**src/sv/wbps_pkg.sv**
```systemverilog
// Shared constants, types and register codes for the wildcard byte pattern scanner.
package wbps_pkg;

    localparam int PATTERN_MAX_DEF = 16;
    localparam int OFFSET_BITS_DEF = 32;
    localparam int BYTE_W          = 8;
    localparam int ADDR_W          = 64;
    localparam int OFFSET_OUT_W    = 32;
    localparam int MASK_W          = 16;
    localparam int LEN_W           = 5;
    localparam int CFG_INDEX_W     = 3;
    localparam int CFG_DATA_W      = 64;

    typedef enum logic [CFG_INDEX_W-1:0] {
        CFG_IMAGE_BASE   = 3'd0,
        CFG_PATTERN_LOW  = 3'd1,
        CFG_PATTERN_HIGH = 3'd2,
        CFG_WILDCARD     = 3'd3,
        CFG_LENGTH       = 3'd4
    } cfg_index_t;

    // Status of the window stage as seen by the match stage
    typedef struct packed {
        logic valid;
        logic last;
    } wbps_s1_ctl_t;

endpackage

```
**src/sv/wbps_if.sv**
```systemverilog
// Stream interfaces for image bytes in and scan results out.
interface byte_stream_if;
    import wbps_pkg::*;
    logic              valid;
    logic              ready;
    logic [BYTE_W-1:0] image_byte;
    logic              end_of_image;

    modport source (output valid, output image_byte, output end_of_image, input ready);
    modport sink   (input valid, input image_byte, input end_of_image, output ready);
endinterface

interface scan_result_if;
    import wbps_pkg::*;
    logic                    valid;
    logic                    ready;
    logic                    found;
    logic [ADDR_W-1:0]       match_address;
    logic [OFFSET_OUT_W-1:0] match_offset;

    modport source (output valid, output found, output match_address, output match_offset,
                    input ready);
    modport sink   (input valid, input found, input match_address, input match_offset,
                    output ready);
endinterface

```
**src/sv/wbps_window.sv**
```systemverilog
// Input stage: shift window of recent image bytes and saturating byte count.
module wbps_window
    import wbps_pkg::*;
#(
    parameter int PATTERN_MAX = PATTERN_MAX_DEF,
    parameter int OFFSET_BITS = OFFSET_BITS_DEF
)
(
    input  logic                               clk,
    input  logic                               rst_n,
    byte_stream_if.sink                        byte_in,
    input  logic                               advance,
    output wbps_s1_ctl_t                       s1_ctl,
    output logic [PATTERN_MAX-1:0][BYTE_W-1:0] window,
    output logic [OFFSET_BITS-1:0]             count
);

    logic [PATTERN_MAX-1:0][BYTE_W-1:0] window_reg, window_next, base_window;
    logic [OFFSET_BITS-1:0]             count_reg, count_next, base_count;
    logic                               valid_reg, valid_next;
    logic                               last_reg, last_next;
    logic                               accept;

    assign byte_in.ready = !valid_reg || advance;
    assign accept        = byte_in.valid && byte_in.ready;

    always_comb
    begin
        // start from a clean window after the end-of-image byte
        base_window = last_reg ? '0 : window_reg;
        base_count  = last_reg ? '0 : count_reg;
        window_next = window_reg;
        count_next  = count_reg;
        last_next   = last_reg;
        valid_next  = advance ? 1'b0 : valid_reg;
        if (accept)
        begin
            window_next[0] = byte_in.image_byte;
            for (int i = 1; i < PATTERN_MAX; i++)
            begin
                window_next[i] = base_window[i-1];
            end
            count_next = (base_count == '1) ? base_count : base_count + OFFSET_BITS'(1);
            last_next  = byte_in.end_of_image;
            valid_next = 1'b1;
        end
    end

    always_ff @(posedge clk or negedge rst_n)
    begin
        if (!rst_n)
        begin
            window_reg <= '0;
            count_reg  <= '0;
            valid_reg  <= 1'b0;
            last_reg   <= 1'b0;
        end
        else
        begin
            window_reg <= window_next;
            count_reg  <= count_next;
            valid_reg  <= valid_next;
            last_reg   <= last_next;
        end
    end

    assign s1_ctl.valid = valid_reg;
    assign s1_ctl.last  = last_reg;
    assign window       = window_reg;
    assign count        = count_reg;

endmodule

```
**src/sv/wbps_match.sv**
```systemverilog
// Match stage: compare window against signature and register the result word.
module wbps_match
    import wbps_pkg::*;
#(
    parameter int PATTERN_MAX = PATTERN_MAX_DEF,
    parameter int OFFSET_BITS = OFFSET_BITS_DEF
)
(
    input  logic                               clk,
    input  logic                               rst_n,
    input  wbps_s1_ctl_t                       s1_ctl,
    input  logic [PATTERN_MAX-1:0][BYTE_W-1:0] window,
    input  logic [OFFSET_BITS-1:0]             count,
    input  logic [ADDR_W-1:0]                  image_base,
    input  logic [2*CFG_DATA_W-1:0]            pattern,
    input  logic [MASK_W-1:0]                  wildcard_mask,
    input  logic [LEN_W-1:0]                   pattern_length,
    output logic                               advance,
    scan_result_if.source                      result_out
);

    localparam int IDX_W = (PATTERN_MAX > 1) ? $clog2(PATTERN_MAX) : 1;

    logic                    reported_reg, reported_next;
    logic                    out_valid_reg, out_valid_next;
    logic                    found_reg;
    logic [ADDR_W-1:0]       addr_reg;
    logic [OFFSET_OUT_W-1:0] offset_reg;

    logic [LEN_W-1:0]        eff_len;
    logic [PATTERN_MAX-1:0]  pos_ok;
    logic [LEN_W-1:0]        pos_idx;
    logic                    hit, emit;
    logic [OFFSET_BITS-1:0]  off;
    logic                    can_load;

    assign can_load = !out_valid_reg || result_out.ready;
    assign advance  = s1_ctl.valid && can_load;

    always_comb
    begin
        pos_idx = '0;
        // clamp length into one to PATTERN_MAX
        priority if (pattern_length == '0)
            eff_len = LEN_W'(1);
        else if (pattern_length > LEN_W'(PATTERN_MAX))
            eff_len = LEN_W'(PATTERN_MAX);
        else
            eff_len = pattern_length;

        // signature byte k lines up with the byte taken eff_len-1-k words ago
        for (int k = 0; k < PATTERN_MAX; k++)
        begin
            pos_idx   = eff_len - LEN_W'(1) - LEN_W'(k);
            pos_ok[k] = (LEN_W'(k) >= eff_len) || wildcard_mask[k] ||
                        (window[pos_idx[IDX_W-1:0]] == pattern[k*BYTE_W +: BYTE_W]);
        end

        off  = count - OFFSET_BITS'(eff_len);
        hit  = !reported_reg && (count >= OFFSET_BITS'(eff_len)) && (&pos_ok);
        emit = !reported_reg && (hit || s1_ctl.last);

        reported_next  = reported_reg;
        out_valid_next = result_out.ready ? 1'b0 : out_valid_reg;
        if (advance)
        begin
            reported_next  = s1_ctl.last ? 1'b0 : (reported_reg || hit);
            out_valid_next = emit;
        end
    end

    always_ff @(posedge clk or negedge rst_n)
    begin
        if (!rst_n)
        begin
            reported_reg  <= 1'b0;
            out_valid_reg <= 1'b0;
        end
        else
        begin
            reported_reg  <= reported_next;
            out_valid_reg <= out_valid_next;
        end
    end

    // hold the payload until the next result word is loaded
    always_ff @(posedge clk)
    begin
        if (advance && emit)
        begin
            found_reg  <= hit;
            addr_reg   <= hit ? image_base + ADDR_W'(off) : '0;
            offset_reg <= hit ? OFFSET_OUT_W'(off) : '0;
        end
    end

    assign result_out.valid         = out_valid_reg;
    assign result_out.found         = found_reg;
    assign result_out.match_address = addr_reg;
    assign result_out.match_offset  = offset_reg;

endmodule

```
**src/sv/wildcard_byte_pattern_scan.sv**
```systemverilog
// Top level of the wildcard byte pattern scanner: window stage, match stage and registers.
// A result word passes the window register and then the result register before it is offered.
// Throughput: one image byte per cycle; window shift and parallel compare take one stage each.
// A result word left unread holds the byte behind it and stops the input until it is taken.
// Reset (rst_n, async, active low) clears the window, byte count, match flag and valid
// bits, sets pattern_length to one and the other configuration registers to zero.
module wildcard_byte_pattern_scan
    import wbps_pkg::*;
#(
    parameter int PATTERN_MAX = PATTERN_MAX_DEF,
    parameter int OFFSET_BITS = OFFSET_BITS_DEF
)
(
    input  logic                   clk,
    input  logic                   rst_n,
    byte_stream_if.sink            byte_in,
    scan_result_if.source          result_out,
    input  logic                   cfg_we,
    input  logic [CFG_INDEX_W-1:0] cfg_index,
    input  logic [CFG_DATA_W-1:0]  cfg_data
);

    // Configuration registers; the user must write them only between scans, which the block does not enforce
    logic [ADDR_W-1:0]     image_base_reg,    image_base_next;
    logic [CFG_DATA_W-1:0] pattern_low_reg,   pattern_low_next;
    logic [CFG_DATA_W-1:0] pattern_high_reg,  pattern_high_next;
    logic [MASK_W-1:0]     wildcard_mask_reg, wildcard_mask_next;
    logic [LEN_W-1:0]      length_reg,        length_next;

    // Between the window stage and the match stage
    wbps_s1_ctl_t                       s1_ctl;
    logic [PATTERN_MAX-1:0][BYTE_W-1:0] window;
    logic [OFFSET_BITS-1:0]             count;
    logic                               advance;

    // Decode a write; indexes beyond the register list drop silently
    always_comb
    begin
        image_base_next    = image_base_reg;
        pattern_low_next   = pattern_low_reg;
        pattern_high_next  = pattern_high_reg;
        wildcard_mask_next = wildcard_mask_reg;
        length_next        = length_reg;
        if (cfg_we)
        begin
            unique case (cfg_index)
                CFG_IMAGE_BASE:   image_base_next    = cfg_data;
                CFG_PATTERN_LOW:  pattern_low_next   = cfg_data;
                CFG_PATTERN_HIGH: pattern_high_next  = cfg_data;
                CFG_WILDCARD:     wildcard_mask_next = cfg_data[MASK_W-1:0];
                CFG_LENGTH:       length_next        = cfg_data[LEN_W-1:0];
                default:          ;
            endcase
        end
    end

    always_ff @(posedge clk or negedge rst_n)
    begin
        if (!rst_n)
        begin
            image_base_reg    <= '0;
            pattern_low_reg   <= '0;
            pattern_high_reg  <= '0;
            wildcard_mask_reg <= '0;
            length_reg        <= LEN_W'(1);
        end
        else
        begin
            image_base_reg    <= image_base_next;
            pattern_low_reg   <= pattern_low_next;
            pattern_high_reg  <= pattern_high_next;
            wildcard_mask_reg <= wildcard_mask_next;
            length_reg        <= length_next;
        end
    end

    // Stage one: shift each accepted word into the window, advance the count,
    // rearm on the word after end of image
    wbps_window #(
        .PATTERN_MAX (PATTERN_MAX),
        .OFFSET_BITS (OFFSET_BITS)
    ) u_window (
        .clk     (clk),
        .rst_n   (rst_n),
        .byte_in (byte_in),
        .advance (advance),
        .s1_ctl  (s1_ctl),
        .window  (window),
        .count   (count)
    );

    // Stage two: compare against the signature, track the first match of the
    // scan and load the result register; it stalls only when that register is full
    wbps_match #(
        .PATTERN_MAX (PATTERN_MAX),
        .OFFSET_BITS (OFFSET_BITS)
    ) u_match (
        .clk            (clk),
        .rst_n          (rst_n),
        .s1_ctl         (s1_ctl),
        .window         (window),
        .count          (count),
        .image_base     (image_base_reg),
        .pattern        ({pattern_high_reg, pattern_low_reg}),
        .wildcard_mask  (wildcard_mask_reg),
        .pattern_length (length_reg),
        .advance        (advance),
        .result_out     (result_out)
    );

endmodule

```
**src/flat_wrapper.sv**
```systemverilog
// flat-port wrapper written by rule: the top's interface ports become plain ports
module wildcard_byte_pattern_scan_flat import wbps_pkg::*;
#(
    parameter int PATTERN_MAX = PATTERN_MAX_DEF,
    parameter int OFFSET_BITS = OFFSET_BITS_DEF
)
  (clk, rst_n, cfg_we, cfg_index, cfg_data, byte_in_valid, byte_in_image_byte, byte_in_end_of_image, byte_in_ready, result_out_valid, result_out_found, result_out_match_address, result_out_match_offset, result_out_ready);
  byte_stream_if byte_in_i ();
  scan_result_if result_out_i ();
  input  logic clk;
  input  logic rst_n;
  input  logic cfg_we;
  input  logic [CFG_INDEX_W-1:0] cfg_index;
  input  logic [CFG_DATA_W-1:0] cfg_data;
  input wire logic [$bits(byte_in_i.valid)-1:0] byte_in_valid;
  input wire logic [$bits(byte_in_i.image_byte)-1:0] byte_in_image_byte;
  input wire logic [$bits(byte_in_i.end_of_image)-1:0] byte_in_end_of_image;
  output wire logic [$bits(byte_in_i.ready)-1:0] byte_in_ready;
  output wire logic [$bits(result_out_i.valid)-1:0] result_out_valid;
  output wire logic [$bits(result_out_i.found)-1:0] result_out_found;
  output wire logic [$bits(result_out_i.match_address)-1:0] result_out_match_address;
  output wire logic [$bits(result_out_i.match_offset)-1:0] result_out_match_offset;
  input wire logic [$bits(result_out_i.ready)-1:0] result_out_ready;
  assign byte_in_i.valid = byte_in_valid;
  assign byte_in_i.image_byte = byte_in_image_byte;
  assign byte_in_i.end_of_image = byte_in_end_of_image;
  assign byte_in_ready = byte_in_i.ready;
  assign result_out_valid = result_out_i.valid;
  assign result_out_found = result_out_i.found;
  assign result_out_match_address = result_out_i.match_address;
  assign result_out_match_offset = result_out_i.match_offset;
  assign result_out_i.ready = result_out_ready;
  wildcard_byte_pattern_scan #(.PATTERN_MAX(PATTERN_MAX), .OFFSET_BITS(OFFSET_BITS)) u_core (.clk(clk), .rst_n(rst_n), .byte_in(byte_in_i), .result_out(result_out_i), .cfg_we(cfg_we), .cfg_index(cfg_index), .cfg_data(cfg_data));
endmodule
```
**config.mk**
```make
export PLATFORM = sky130hd
export DESIGN_NAME = wildcard_byte_pattern_scan_flat
export DESIGN_NICKNAME = d
export VERILOG_FILES = /design/src/sv/wbps_pkg.sv /design/src/sv/wbps_if.sv /design/src/sv/wbps_window.sv /design/src/sv/wbps_match.sv /design/src/sv/wildcard_byte_pattern_scan.sv /design/src/flat_wrapper.sv
export SDC_FILE = /design/constraint.sdc
export NUM_CORES = 1
export LEC_CHECK = 0
export BUFFER_PORTS_ARGS = -buffer_cell sky130_fd_sc_hd__buf_2
export CELL_PAD_IN_SITES_DETAIL_PLACEMENT = 1
export CELL_PAD_IN_SITES_GLOBAL_PLACEMENT = 1
export CORE_MARGIN = 8
export CORE_UTILIZATION = 25
export CTS_CLUSTER_DIAMETER = 50
export DETAILED_ROUTE_END_ITERATION = 10
export PLACE_DENSITY = 0.42
export SETUP_SLACK_MARGIN = 0.4
export SLEW_MARGIN = 15
export SYNTH_ARGS = -nofsm -noshare
export SYNTH_HDL_FRONTEND = slang
export SYNTH_SLANG_ARGS = --single-unit
```
**constraint.sdc**
```tcl
create_clock -name clk -period 31.6 [get_ports clk]
set_clock_uncertainty 0.05 [all_clocks]
set_input_delay 1.58 -clock clk [delete_from_list [all_inputs] [get_ports clk]]
set_output_delay 1.58 -clock clk [all_outputs]
set_load 0.005 [all_outputs]
```
Word-level counts from Yosys, hierarchy flattened
Cells that the tools add are included.
{"block": "classes", "addsub": 19, "order_cmp": 34, "eq_ne": 21, "mux": 42, "reduce_logical": 55}
{"cell": "$bmux W8 S4", "n": 16}
{"cell": "$eq A8 B8 Y1", "n": 16}
{"cell": "$mux W8", "n": 16}
{"cell": "$mux W120", "n": 1}
{"cell": "$lt A4 B5 Y1 const B", "n": 16}
{"cell": "$add A64 B32 Y64", "n": 1}
{"cell": "$mux W32", "n": 2}
{"cell": "$ge A4 B5 Y1 const A", "n": 8}
{"cell": "$logic_or A1 B1 Y1", "n": 36}
{"cell": "$add A32 B1 Y32 const B", "n": 1}
{"cell": "$eq A32 B32 Y1 const B", "n": 1}
{"cell": "$ge A32 B5 Y1", "n": 1}
{"cell": "$sub A32 B5 Y32", "n": 1}
{"cell": "$sub A4 B4 Y4 const B", "n": 8}
{"cell": "$ge A3 B5 Y1 const A", "n": 4}
{"cell": "$reduce_and A16 Y1", "n": 1}
{"cell": "$sub A4 B3 Y4 const B", "n": 4}
{"cell": "$ge A1 B5 Y1 const A", "n": 2}
{"cell": "$ge A2 B5 Y1 const A", "n": 2}
{"cell": "$mux W5", "n": 2}
{"cell": "$reduce_and A2 Y1", "n": 5}
{"cell": "$sub A4 B1 Y4 const B", "n": 2}
{"cell": "$sub A4 B2 Y4 const B", "n": 2}
{"cell": "$eq A3 B2 Y1 const B", "n": 2}
{"cell": "other kinds (9)", "n": 21}
{"block": "totals", "register_bits": 474, "input_bits": 81, "output_inout_bits": 99, "wordCells": 200}

Longest topological paths before layout
Gate-level depths: netlist of run 1.
{"block": "logic_depth", "depth_word": 14, "depth_mapped": 29, "depth_no_buf": 24}

Hierarchy
A second synthesis of run 1 with hierarchy kept.
{"block": "hier_totals", "hier_cells": 2412, "hier_area_um2": 30317.8}
{"mod": "wbps_match", "instances": 1, "cells_per_inst": 1181, "area_each_um2": 14257.4, "seq_area_each_um2": 2962.8}
{"mod": "wildcard_byte_pattern_scan", "instances": 1, "cells_per_inst": 453, "area_each_um2": 8770.9, "seq_area_each_um2": 5331.4}
{"mod": "wbps_window", "instances": 1, "cells_per_inst": 778, "area_each_um2": 7289.5, "seq_area_each_um2": 4053.9}

Worst setup path after synthesis of run 1
OpenSTA, ideal clock, no wires.
{"block": "synth_timing", "path_kind": "register to register", "startpoint": "register u_core.length_reg[2]", "endpoint": "register u_core.u_match.found_reg, in the netlist u_core.u_match.result_out.found (enable)", "setup_ps": 672, "arrival_ps": 12651, "required_time_ps": 30878, "slack_ps": 18227, "stages_incl_launch_ff": 24, "n_path_buf": 7, "period_less_slack_ps": 13373, "cell_sequence": "dfrtp_1 -> buf_6 -> or4_1 -> buf_4 -> nand2_8 -> inv_6 -> buf_6 -> buf_2 -> buf_2 -> ha_1 -> xor2_1 -> inv_2 -> buf_4 -> ha_1 -> a21boi_0 -> xor2_1 -> buf_2 -> mux4_2 -> xnor2_1 -> nand3_1 -> o31ai_1 -> nand4_1 -> o31a_1 -> nor3_1"}
{"block": "synth_via", "elab_chain_len": 14, "word_cells_on_any_way": 123, "classes_between": "16 x add/sub; 18 x order compare; 16 x eq/ne; 34 x mux; 39 x reduce/logical"}
{"element": "start, declared", "line": "wildcard_byte_pattern_scan.sv:28", "rtl": "logic [LEN_W-1:0] length_reg, length_next;"}
{"element": "start signal, assigned", "line": "wildcard_byte_pattern_scan.sv:73", "rtl": "length_reg <= length_next;"}
{"element": "$gt A5 B5 Y1", "line": "wbps_match.sv:46", "rtl": "else if (pattern_length > LEN_W'(PATTERN_MAX))"}
{"element": "$mux W5", "line": "wbps_match.sv:46"}
{"element": "$mux W5 *", "line": "wbps_match.sv:44", "rtl": "priority if (pattern_length == '0)"}
{"element": "$sub A4 B1 Y4", "line": "wbps_match.sv:54", "rtl": "pos_idx = eff_len - LEN_W'(1) - LEN_W'(k);"}
{"element": "$sub A4 B1 Y4, or another cell as far along", "line": "wbps_match.sv:54"}
{"element": "$bmux W8 S4", "line": "wbps_match.sv:56", "rtl": "(window[pos_idx[IDX_W-1:0]] == pattern[k*BYTE_W +: BYTE_W]);"}
{"element": "$mux W8 (implied by the code)", "line": "wbps_match.sv:56"}
{"element": "$eq A8 B8 Y1", "line": "wbps_match.sv:56"}
{"element": "$logic_or A1 B1 Y1", "line": "wbps_match.sv:55", "rtl": "pos_ok[k] = (LEN_W'(k) >= eff_len) || wildcard_mask[k] ||"}
{"element": "$reduce_and A16 Y1", "line": "wbps_match.sv:60", "rtl": "hit = !reported_reg && (count >= OFFSET_BITS'(eff_len)) && (&pos_ok);"}
{"element": "$logic_and A1 B1 Y1 *", "line": "wbps_match.sv:60"}
{"element": "$logic_or A1 B1 Y1 *", "line": "wbps_match.sv:61", "rtl": "emit = !reported_reg && (hit || s1_ctl.last);"}
{"element": "$logic_and A1 B1 Y1 *", "line": "wbps_match.sv:61"}
{"element": "$logic_and A1 B1 Y1 *", "line": "wbps_match.sv:89", "rtl": "if (advance && emit)"}
{"element": "end signal, assigned", "line": "wbps_match.sv:91", "rtl": "found_reg <= hit;"}
{"element": "end, declared", "line": "wbps_match.sv:26", "rtl": "logic found_reg;"}
Every way passes the cells marked *; elsewhere a longest branch is shown, timed or not. The select of a mux whose other input is x is not followed.
A chain may end at the register's enable or synchronous reset.

Worst setup path in the final report of run 1
{"block": "layout_timing", "startpoint": "register u_core.length_reg[0]", "endpoint": "register u_core.u_match.addr_reg[62], in the netlist u_core.u_match.result_out.match_address[62] (enable)"}
{"block": "layout_via", "elab_chain_len": 14, "word_cells_on_any_way": 123, "classes_between": "16 x add/sub; 18 x order compare; 16 x eq/ne; 34 x mux; 39 x reduce/logical"}
{"element": "$gt A5 B5 Y1", "line": "wbps_match.sv:46"}
{"element": "$mux W5", "line": "wbps_match.sv:46"}
{"element": "$mux W5 *", "line": "wbps_match.sv:44"}
{"element": "$sub A4 B1 Y4", "line": "wbps_match.sv:54"}
{"element": "$sub A4 B1 Y4, or another cell as far along", "line": "wbps_match.sv:54"}
{"element": "$bmux W8 S4", "line": "wbps_match.sv:56"}
{"element": "$mux W8 (implied by the code)", "line": "wbps_match.sv:56"}
{"element": "$eq A8 B8 Y1", "line": "wbps_match.sv:56"}
{"element": "$logic_or A1 B1 Y1", "line": "wbps_match.sv:55"}
{"element": "$reduce_and A16 Y1", "line": "wbps_match.sv:60"}
{"element": "$logic_and A1 B1 Y1 *", "line": "wbps_match.sv:60"}
{"element": "$logic_or A1 B1 Y1 *", "line": "wbps_match.sv:61"}
{"element": "$logic_and A1 B1 Y1 *", "line": "wbps_match.sv:61"}
{"element": "$logic_and A1 B1 Y1 *", "line": "wbps_match.sv:89"}
{"element": "end signal, assigned", "line": "wbps_match.sv:92", "rtl": "addr_reg <= hit ? image_base + ADDR_W'(off) : '0;"}
{"element": "end, declared", "line": "wbps_match.sv:27", "rtl": "logic [ADDR_W-1:0] addr_reg;"}
Marks and branches as above.

==> results.txt, run 1 <==
----------------------------------------------------
[Logic synthesis]
  Number of flops mapped to enable cells by yosys ... 97
  XOR/XNOR Fraction of Synth Area ... 6.95%
  Synthesis-stage register bit count ... between 400 and 500
  Post-synthesis sequential area ratio ... a little over two fifths
  Compound-gate portion of the synthesized area ... 7.35%
  Library cell occupying the most area in the post-synthesis netlist ... dfrtp_1
  Synth top area share ... between 30% and 40%
  Combinational family with the most area after synthesis ... multiplexers
  Multiplexer share of the synthesized area ... 26.4%
  Combined area of all synthesized cells ... approximately 29000 µm²
  Share of synthesized cell area in and, or, nand and nor gates ... about an eighth
  Adder-cell share of the synthesized area ... 2.44%
  Synthesized area per cell ... around 12 µm²
  Warning count from the yosys run ... 0
  Total nets after synthesis ... around 2700
  Primary flip-flop cell chosen by synthesis mapping ... dfrtp_1
  Fraction of registers with async set/reset ... 79.5%
  Count of mapped cells out of synthesis ... 2546
  Top cells by area in the synthesized netlist ... dfrtp_1, mux4_2, edfxtp_1
  Count of distinct cell types in the synthesized netlist ... 72

[Status]
  Status ... finished, final reports clean

[CTS]
  Post-CTS Setup Bufs ... 0
  Count of hold buffers inserted by post-cts repair ... 0
  Number of buffers created by CTS ... between 80 and 90
  CTS H-tree depth ... 3
  Clock tree from TritonCTS ... built
  Later-pin clock latency in the skew report ... between 0.6 and 0.7 ns
  Number of clock sinks seen by CTS ... roughly 470
  Number of cells upsized or downsized after cts ... 0
  Maximum clock path buffer count ... 3
  CTS Root Cell ... clkbuf_16
  Clock transition at the register clock pins on the worst setup and hold paths after CTS ... roughly 0.050 ns

[GRT]
  Congestion Overflow GR ... 0
  Wire length of the first global-routing pass ... 166000 µm
  Vias in the first global route ... around 23000
  Number of antenna violations at the first check in global routing ... 6
  Pin count of the biggest net entering global routing ... about 120
  GRT Overall Usage ... between 15 and 20%

[Detailed routing]
  Total wire length after detailed routing ... 113000 µm
  Number of detailed-routing iterations run before antenna repair ... 5
  DRT antenna net count ... 0
  Via Count ... about 22000
  Avg WL per Cell ... about 26 µm
  Starting DRT DRC Count ... about 1700
  Detail-routed via count per cell ... 5.10
  DRC violation count after routing ... 0

[Cells and area]
  Top library cells by usage in the layout, fill and taps aside ... dfrtp_1, nand2_1, mux4_2
  Share of post-route cells with drive strength above 1 ... between 30% and 40%
  Synth-to-Final Area Change ... 18.9%
  Max reg flops ... between 100 and 150
  Nets ... between 2000 and 3000
  Most common library cell in the layout ignoring fill and taps ... dfrtp_1
  Final cell area excluding filler cells ... ~35000 µm²

[Timing]
  Final cycle utilization of the critical path ... about a quarter
  Worst hold margin ... 0.463 ns
  Total negative slack for setup checks ... 0 ns
  Achievable clock frequency ... around 0.12 GHz
  Measured slew at the worst slew-check pin ... between 1 and 1.5 ns
  Number of setup violations in the final report ... 0
  Relative slew slack ... 13.4%
  Final worst path period need ... between 8 and 9 ns
  Hold Violations, Final ... 0
  Max-slew violation count ... 0
  Unrepaired setup endpoints after global routing ... false

[Placement]
  Number of I/O port buffers ... ~180
  Routability Congestion ... between 0.8 and 0.9
  Placed wire-length estimate after detailed placement ... 86800 µm
  Post-place instance area ... about 32000 µm²

[Pwr]
  Combinational power share ... between 30% and 40%
  Leakage Power ... 0.0137 µW
  Peak supply drop ... 0.0000430 V
  Net load switching power ... about 1100 µW
  Cell area power density ... ~83 nW/µm²
  Sequential fraction of design power ... between 20% and 30%
  Cell internal pwr ... ~1800 µW
  Switching fraction of total power ... between 30 and 40%
  Part of the total power dissipated in the clock network ... around a third

[Critical path]
  Sort of element at the start of the critical path ... register
  Type of the setup path with the least slack ... reg -> reg
  Required @ worst endpoint ... roughly 32 ns
  Data arrival time at the worst-slack endpoint ... around 8.6 ns
  Kind of end point of the critical path ... register
  Maximum fanout along the worst path ... around 60

[Floorplan]
  Full die area ... approximately 130000 µm²
  X dimension of the die ... approximately 360 µm
  Die Y ... around 360 µm
  Area of the core ... 116000 µm²
  Total number of placement rows ... around 130
  Starting density of the core ... between 20 and 30%
  Ports placed on the boundary ... 180

[Flow run]
  Number of max-cap violations ... 0

[Worst hold path]
  Path category of the worst min-delay check ... reg -> reg

----------------------------------------------------
## per-layer routing
layer | share of wire, % | track usage (%)
met3 | 5.0 | 2.50
met2 | 46 | 28.1
met4 | 2.8 | 5.31
met1 | 46 | 24.2
met5 | 0.011 | 0
## layout make-up
cell class	count	area [µm²]
Antenna cell	4	10.0
Clock buffer	92	2190
Clock inverter	63	729
Fill cell	12800	81500
Inverter	33	136
Multi-Input combinational cell	1878	16300
Sequential cell	474	12300
Tap cell	1524	1910
Timing Repair Buffer	227	1270
## stage by stage
step	power (µW)	std cells	worst slack (ns)	util (%)
6_report	2880	4295	23.19	30.0
5_1_grt	3040	4291	22.55	30.0
4_1_cts	2920	4291	23.25	30.0
3_5_place_dp	1950	4136	23.27	27.4
3_3_place_gp	1930	4136	23.44	27.4
2_1_floorplan	1590	2546	18.23	-
## path summary, 6_finish.rpt
check	from	endpoint	slack, ns	cells after the start
min in group asynchronous	rst_n	u_core.u_window.window[4]	0.89	1
min	u_core.wildcard_mask_reg[11]	u_core.wildcard_mask_reg[11]	0.46	1
max in group asynchronous	rst_n	u_core.u_window.window[31]	28.56	3
min reg2reg	u_core.wildcard_mask_reg[11]	u_core.wildcard_mask_reg[11]	0.46	1
max	u_core.length_reg[0]	u_core.u_match.result_out.match_address[62]	23.19	19
max reg2reg	u_core.length_reg[0]	u_core.u_match.result_out.match_address[62]	23.19	19
## power groups by stage
stage / sequential (µW) / combinational [µW] / clock [µW]
final: 812 / 1120 / 943
after global routing: 825 / 1210 / 999
after CTS: 813 / 1130 / 975
after detailed placement: 823 / 1130 / 0
after global placement: 820 / 1110 / 0
after floorplan: 771 / 822 / 0
## worst max-delay path, stage by stage (launching register included)
cell,delay (ns)
dfstp_2,0.95
nand2b_1,0.45
nand2_8,0.42
inv_6,0.17
ha_1,0.34
buf_4,0.31
clkinv_1,0.11
buf_4,0.33
ha_1,0.32
a21oi_1,0.31
xor2_1,0.84
mux4_2,0.62
xnor2_1,0.15
nand3_1,0.09
o31ai_1,0.45
nand4_1,0.22
o31a_1,0.44
nor3_2,0.17
buf_4,0.46
buf_4,0.66
## kinds of logic after synthesis
logic type,Yosys count
buf+inv,194
fa+ha+maj,56
simple gates,754
xor+xnor,233
flops,474
mux,472
compound gates,363
## cell usage after synthesis (22+ instances only)
| master | count |
|---|---|
| dfrtp_1 | 376 |
| nand2_1 | 372 |
| mux4_2 | 217 |
| mux2_2 | 210 |
| o21ai_0 | 170 |
| xnor2_1 | 121 |
| clkbuf_1 | 112 |
| xor2_1 | 112 |
| edfxtp_1 | 97 |
| nor2_1 | 96 |
| a21oi_1 | 85 |
| ha_1 | 54 |
| nor3_1 | 51 |
| nand3_1 | 45 |
| mux2i_1 | 42 |
| and2_1 | 41 |
| nand4_1 | 29 |
| inv_1 | 26 |
| a21o_1 | 25 |
| nor4_1 | 24 |
| a211oi_1 | 22 |
(Power assumes the default switching activity.)
==> inputs of run 2 (changes only) <==
Clock period 31.6 ns to 8.19 ns, I/O delays scaled along.
==> run 2 against run 1 <==
- register-to-register slack got worse by 22 ns
- wire length shrank 0.45%
- design area up 1.7%
- critical path depth grew 6
- combinational power rose to 4.1 times the previous value
- largest cell class unchanged
- worst hold slack got worse by 0.42 ns
- non-clock buffer count grew 44
- via count about the same
==> results.txt, run 2 (synthesis gave the netlist of run 1 again) <==
----------------------------------------------------
[CTS]
  Count of hold buffers inserted by post-cts repair ... 36 (was 0)
  Number of clock sinks seen by CTS ... 474 (unchanged)
  Number of cells upsized or downsized after cts ... 0 (unchanged)
  Clock tree from TritonCTS ... built (unchanged)
  CTS H-tree depth ... 3 (unchanged)
  Post-CTS Setup Bufs ... 0 (unchanged)
  Clock transition at the register clock pins on the worst setup and hold paths after CTS ... 0.05 ns (about the same)
  Later-pin clock latency in the skew report ... 0.65 ns (about the same)
  CTS Root Cell ... clkbuf_16 (unchanged)
  Maximum clock path buffer count ... 3 (unchanged)
  Number of buffers created by CTS ... 86 (was 84)

[Worst hold path]
  Path category of the worst min-delay check ... in -> reg (was reg -> reg)
  Min-Delay Startpoint ... cfg_data[57] (was u_core.wildcard_mask_reg[11])

[Timing]
  Number of setup violations in the final report ... 0 (unchanged)
  Final cycle utilization of the critical path ... 89.9% (was 26.6%)
  Total negative slack for setup checks ... 0 ns (unchanged)
  Achievable clock frequency ... 0.136 GHz (was 0.119 GHz)
  Final worst-path setup slack ... 0.827 ns (was 23.19 ns)
  Final worst path period need ... 7.36 ns (was 8.41 ns)
  Unrepaired setup endpoints after global routing ... false (unchanged)
  Hold Violations, Final ... 0 (unchanged)
  Worst hold margin ... 0.0424 ns (was 0.463 ns)
  Measured slew at the worst slew-check pin ... 1.07 ns (was 1.29 ns)
  Max-slew violation count ... 0 (unchanged)
  Relative slew slack ... 28.5% (was 13.4%)

[Placement]
  Placed wire-length estimate after detailed placement ... 85100 µm (was 86800 µm)
  Post-Place Setup Slack ... 0.885 ns (was 23.27 ns)
  Number of I/O port buffers ... 179 (unchanged)
  Routability Congestion ... 0.857 (was 0.897)
  Cell Count Post-Placement ... 4143 (was 4136)

[Critical path]
  Type of the setup path with the least slack ... reg -> reg (unchanged)
  Maximum fanout along the worst path ... 17 (was 61)
  Crit path max-delay cell type ... or4_1 (was dfstp_2)
  Kind of end point of the critical path ... register (unchanged)
  Reg-to-reg startpoint ... u_core.length_reg[4] (was u_core.length_reg[0])
  Sort of element at the start of the critical path ... register (unchanged)
  Required @ worst endpoint ... 8.62 ns (was 31.81 ns)
  Delay of the slowest cell on the worst path ... 0.88 ns (was 0.95 ns)
  Data arrival time at the worst-slack endpoint ... 7.80 ns (was 8.61 ns)
  Timing startpoint of the critical path ... u_core.length_reg[4] (was u_core.length_reg[0])

[GRT]
  Vias in the first global route ... 23000 (was 22900)
  GRT Overall Usage ... 17.4% (about the same)
  Congestion Overflow GR ... 0 (unchanged)
  Wire length of the first global-routing pass ... 166000 µm (about the same)
  Pin count of the biggest net entering global routing ... 229 (was 124)
  Number of antenna violations at the first check in global routing ... 6 (unchanged)

[Pwr]
  Cell area power density ... 319 nW/µm² (was 82.6 nW/µm²)
  Leakage Power ... 0.0140 µW (was 0.0137 µW)
  Peak supply drop ... 0.000184 V (was 0.0000430 V)

[Cells and area]
  Most common library cell in the layout ignoring fill and taps ... dfrtp_1 (unchanged)
  Core Util, Final ... 30.5% (was 30.0%)
  Max reg flops ... 128 (unchanged)
  Nets ... 2881 (was 2835)
  Synth-to-Final Area Change ... 20.9% (was 18.9%)
  Top library cells by usage in the layout, fill and taps aside ... dfrtp_1, nand2_1, mux4_2 (unchanged)
  Non-filler instance count after layout ... 4341 (was 4295)
  Share of post-route cells with drive strength above 1 ... 30.4% (was 30.6%)

[Detailed routing]
  Detail-routed via count per cell ... 5.04 (was 5.10)
  DRC violation count after routing ... 0 (unchanged)
  Total wire length after detailed routing ... 112000 µm (was 113000 µm)
  DRT antenna net count ... 0 (unchanged)
  Avg WL per Cell ... 25.8 µm (was 26.2 µm)
  Starting DRT DRC Count ... 1306 (was 1655)
  Via Count ... 21900 (about the same)
  Number of detailed-routing iterations run before antenna repair ... 5 (unchanged)

[Floorplan]
  Total number of placement rows ... 125 (unchanged)
  X dimension of the die ... 359 µm (unchanged)
  Area of the core ... 116000 µm² (unchanged)
  Starting density of the core ... 25.2% (unchanged)
  Ports placed on the boundary ... 180 (unchanged)
  Die Y ... 359 µm (unchanged)
  Full die area ... 129000 µm² (unchanged)

[Status]
  Status ... finished, final reports clean (unchanged)

[Flow run]
  Number of max-cap violations ... 0 (unchanged)

----------------------------------------------------
## run 2: changes by cell type in the layout (fill, tap and decap cells not counted), sizes merged, moves of 3 or more
cell / before / now
dlygate4sd3: 0 / 36
clkbuf: 92 / 110
buf: 227 / 234
clkinvlp: 9 / 6
inv: 55 / 46
bufinv: 10 / 6
## run 2: metal layers
layer / up-vias / wire length (µm) / global-route usage (%) / part of all wire, %
li1: 9815 / - / - / -
met1: 11500 / 52400 / 24.2 / 47
met2: 452 / 52600 / 28.0 / 47
met3: 111 / 4800 / 2.73 / 4.3
met4: 2 / 2390 / 4.44 / 2.1
met5: - / 10 / 0 / 0.0089
## run 2: critical path, delay by kind of cell, from the launching register on
kind,cells,cell delay (ns)
buffers and inverters,2,0.26
adders and majority gates,3,1.01
DFF,1,0.53
and+or+nand+nor,10,3.34
xor gates and xnor gates,1,0.16
AOI/OAI and AO/OA,9,1.82
## run 2: final timing paths
kind                                                               end  slack (ns)  depth (start not counted)
min reg2reg                                u_core.wildcard_mask_reg[1]        0.45                          1
min                                          u_core.image_base_reg[57]        0.04                          3
max in group asynchronous                    u_core.image_base_reg[40]        5.98                          4
max reg2reg                u_core.u_match.result_out.match_address[55]        0.83                         25
max                        u_core.u_match.result_out.match_address[55]        0.83                         25
min in group asynchronous                    u_core.u_window.window[4]        0.25                          2
## run 2: power breakdown
part	total, µW	internal (µW)	switching, µW
Combinational	4610	2000	2610
Sequential	3090	2740	352
Clock	3630	2300	1330
## run 2: per-stage QoR
stage          power (µW)  instance area [µm²]
3_3_place_gp         7710                32200
4_1_cts             11500                35500
3_5_place_dp         7750                32200
6_report            11300                35500
5_1_grt             11900                35500
2_1_floorplan        6260                29600
## run 2: area by class of cell
class	count	area, µm²
Clock inverter	48	499
Tap cell	1524	1910
Inverter	33	144
Clock buffer	109	2420
Sequential cell	474	12300
Multi-Input combinational cell	1878	16400
Timing Repair Buffer	271	1750
Antenna cell	4	10.0
Fill cell	12800	80900
==> inputs of run 3 (changes only) <==
Settings changed: CORE_UTILIZATION 25 to 35, PLACE_DENSITY 0.42 to not set, PLACE_DENSITY_LB_ADDON set to 0.1.
==> run 3 against run 2 <==
- core utilization increased by 11 points
- worst hold slack lost 0.016 ns
- sequential power barely moved
- critical path type unchanged
- highest routed layer unchanged
==> results.txt, run 3 (synthesis gave the netlist of run 1 again) <==
----------------------------------------------------
[Detailed routing]
  DRT antenna net count ... 0 (unchanged)
  Total wire length after detailed routing ... 104000 µm (was 112000 µm)
  DRC violation count after routing ... 0 (unchanged)
  Avg WL per Cell ... 26.9 µm (was 25.8 µm)
  Detail-routed via count per cell ... 5.71 (was 5.04)
  Number of detailed-routing iterations run before antenna repair ... 5 (unchanged)
  Starting DRT DRC Count ... 1752 (was 1306)
  Via Count ... 22000 (was 21900)

[Critical path]
  Sort of element at the start of the critical path ... register (unchanged)
  Flop-to-flop setup slack ... 0.95 ns (was 0.83 ns)
  Maximum fanout along the worst path ... 17 (unchanged)
  Crit path max-delay cell type ... or4_4 (was or4_1)
  Required @ worst endpoint ... 8.62 ns (about the same)
  Type of the setup path with the least slack ... reg -> reg (unchanged)
  Most numerous cell on the critical path ... nor2_1
  Data arrival time at the worst-slack endpoint ... 7.67 ns (was 7.80 ns)
  Kind of end point of the critical path ... register (unchanged)
  Delay of the slowest cell on the worst path ... 0.71 ns (was 0.88 ns)
  Reg-to-reg startpoint ... u_core.length_reg[4] (unchanged)
  Cell-by-cell trace of the critical path ... or4_4 > nand2_8 > ha_1 > inv_1 > fa_1 > a21oi_1 > nor2_1 > nor2_1 > o21a_1 > nand2_1 > or4_1 > xnor2_1 > ha_1 > and4_1 > nand3_1 > nor2_1 > a31oi_2 > o221ai_1 > a211oi_1 > o21a_1 > or3b_2 > or3_1 > a21oi_1
  Worst setup path endpoint ... u_core.u_match.result_out.match_address[59] (was u_core.u_match.result_out.match_address[55])
  Buffers and inverters on the worst path ... 1 (was 2)
  Reg-to-reg critical path endpoint ... u_core.u_match.result_out.match_address[59] (was u_core.u_match.result_out.match_address[55])
  Instance count on the critical path ... 23 (was 25)
  CP top delay family ... simple AND/OR/NAND/NOR gates (unchanged)
  Logic depth of the worst register-to-register path ... 23 (was 25)
  Timing startpoint of the critical path ... u_core.length_reg[4] (unchanged)

[Cells and area]
  Most common library cell in the layout ignoring fill and taps ... dfrtp_1 (unchanged)
  Number of diodes added for antenna fixing ... 0 (was 4)
  Nets ... 2846 (was 2881)
  Share of post-route cells with drive strength above 1 ... 30.1% (was 30.4%)
  Synth-to-Final Area Change ... 17.4% (was 20.9%)
  Final cell area excluding filler cells ... 34500 µm² (was 35500 µm²)
  Max reg flops ... 128 (unchanged)
  Top library cells by usage in the layout, fill and taps aside ... dfrtp_1, nand2_1, mux4_2 (unchanged)

[Pwr]
  Leakage Power ... 0.0137 µW (was 0.0140 µW)
  Peak supply drop ... 0.000183 V (was 0.000184 V)
  Cell area power density ... 316 nW/µm² (was 319 nW/µm²)
  Total power ... 10900 µW (was 11300 µW)

[Placement]
  Number of I/O port buffers ... 179 (unchanged)
  Routability Congestion ... 0.900 (was 0.857)
  Placed wire-length estimate after detailed placement ... 78100 µm (was 85100 µm)
  Post-place instance area ... 31500 µm² (was 32200 µm²)

[Floorplan]
  Ports placed on the boundary ... 180 (unchanged)
  Area of the core ... 83300 µm² (was 116000 µm²)
  Total number of placement rows ... 106 (was 125)
  Starting density of the core ... 35.2% (was 25.2%)
  Die Y ... 306 µm (was 359 µm)
  Full die area ... 93400 µm² (was 129000 µm²)
  X dimension of the die ... 306 µm (was 359 µm)

[Flow run]
  Number of max-cap violations ... 0 (unchanged)

[GRT]
  Vias in the first global route ... 22900 (was 23000)
  Wire length of the first global-routing pass ... 156000 µm (was 166000 µm)
  Pin count of the biggest net entering global routing ... 227 (was 229)
  GRT Overall Usage ... 22.0% (was 17.4%)
  Number of antenna violations at the first check in global routing ... 3 (was 6)
  Congestion Overflow GR ... 0 (unchanged)

[Timing]
  Max-slew violation count ... 0 (unchanged)
  Final worst path period need ... 7.24 ns (was 7.36 ns)
  Relative slew slack ... 23.7% (was 28.5%)
  Hold Violations, Final ... 0 (unchanged)
  Measured slew at the worst slew-check pin ... 1.14 ns (was 1.07 ns)
  Achievable clock frequency ... 0.138 GHz (was 0.136 GHz)
  Worst hold margin ... 0.0264 ns (was 0.0424 ns)
  Total negative slack for setup checks ... 0 ns (unchanged)
  Unrepaired setup endpoints after global routing ... false (unchanged)
  Number of setup violations in the final report ... 0 (unchanged)
  Final cycle utilization of the critical path ... 88.4% (was 89.9%)

[Worst hold path]
  Path category of the worst min-delay check ... in -> reg (unchanged)
  Hold depth ... 2 (was 3)
  Min-Delay Startpoint ... byte_in_valid (was cfg_data[57])

[CTS]
  Clock tree from TritonCTS ... built (unchanged)
  Maximum clock path buffer count ... 3 (unchanged)
  Clock transition at the register clock pins on the worst setup and hold paths after CTS ... 0.06 ns (was 0.05 ns)
  CTS Root Cell ... clkbuf_16 (unchanged)
  Number of clock sinks seen by CTS ... 474 (unchanged)
  Post-CTS Setup Bufs ... 0 (unchanged)
  CTS H-tree depth ... 3 (unchanged)
  Later-pin clock latency in the skew report ... 0.63 ns (was 0.65 ns)
  Number of buffers created by CTS ... 78 (was 86)

[Status]
  Status ... finished, final reports clean (unchanged)

----------------------------------------------------
==> run 3: per-stage QoR <==
stage | util (%) | setup WS, ns | instances
CTS | 41.4 | 0.674 | 3854
global route | 41.4 | 0.427 | 3854
finish | 41.4 | 0.948 | 3854
detailed placement | 37.8 | 0.681 | 3686
global placement | 37.8 | 0.871 | 3686
floorplan | - | 0.430 | 2546
==> run 3: how the worst min path moves through the flow <==
stage                                        endpoint  slack (ns)
final                       u_core.u_window.valid_reg        0.03
after global routing        u_core.u_window.valid_reg        0.03
after CTS                   u_core.image_base_reg[53]      0.0003
after detailed placement  u_core.wildcard_mask_reg[1]        0.44
after global placement    u_core.wildcard_mask_reg[1]        0.44
after floorplan              u_core.image_base_reg[0]        0.06
==> run 3: routing by layer <==
layer,vias up,track usage [%],wire length [µm]
met3,146,5.15,7110
met5,-,0.620,78
met4,2,7.29,3320
met2,626,34.8,48300
met1,11500,29.6,44800
li1,9718,-,-
==> run 3: where the power goes <==
group	internal [µW]	leakage (µW)	switching [µW]
combinational	1970	0.00671	2470
clock	2050	0.00132	1320
sequential	2740	0.00572	363
==> run 3: timing repair <==
action | 4_1_cts | 5_1_grt
hold buffers | 23 | 0
resized for setup | 0 | 2
setup endpoints to repair | 0 | 16
endpoints found under the hold margin | 136 | 0
==> run 3: area by class of cell <==
cell class                 instances  area, µm²
fill                            8920      48800
multi-input combinational       1878      16400
sequential                       474      12300
clock buffer                      94       2150
timing repair buffer             244       1510
tap                             1080       1350
clock inverter                    51        551
inverter                          33        144
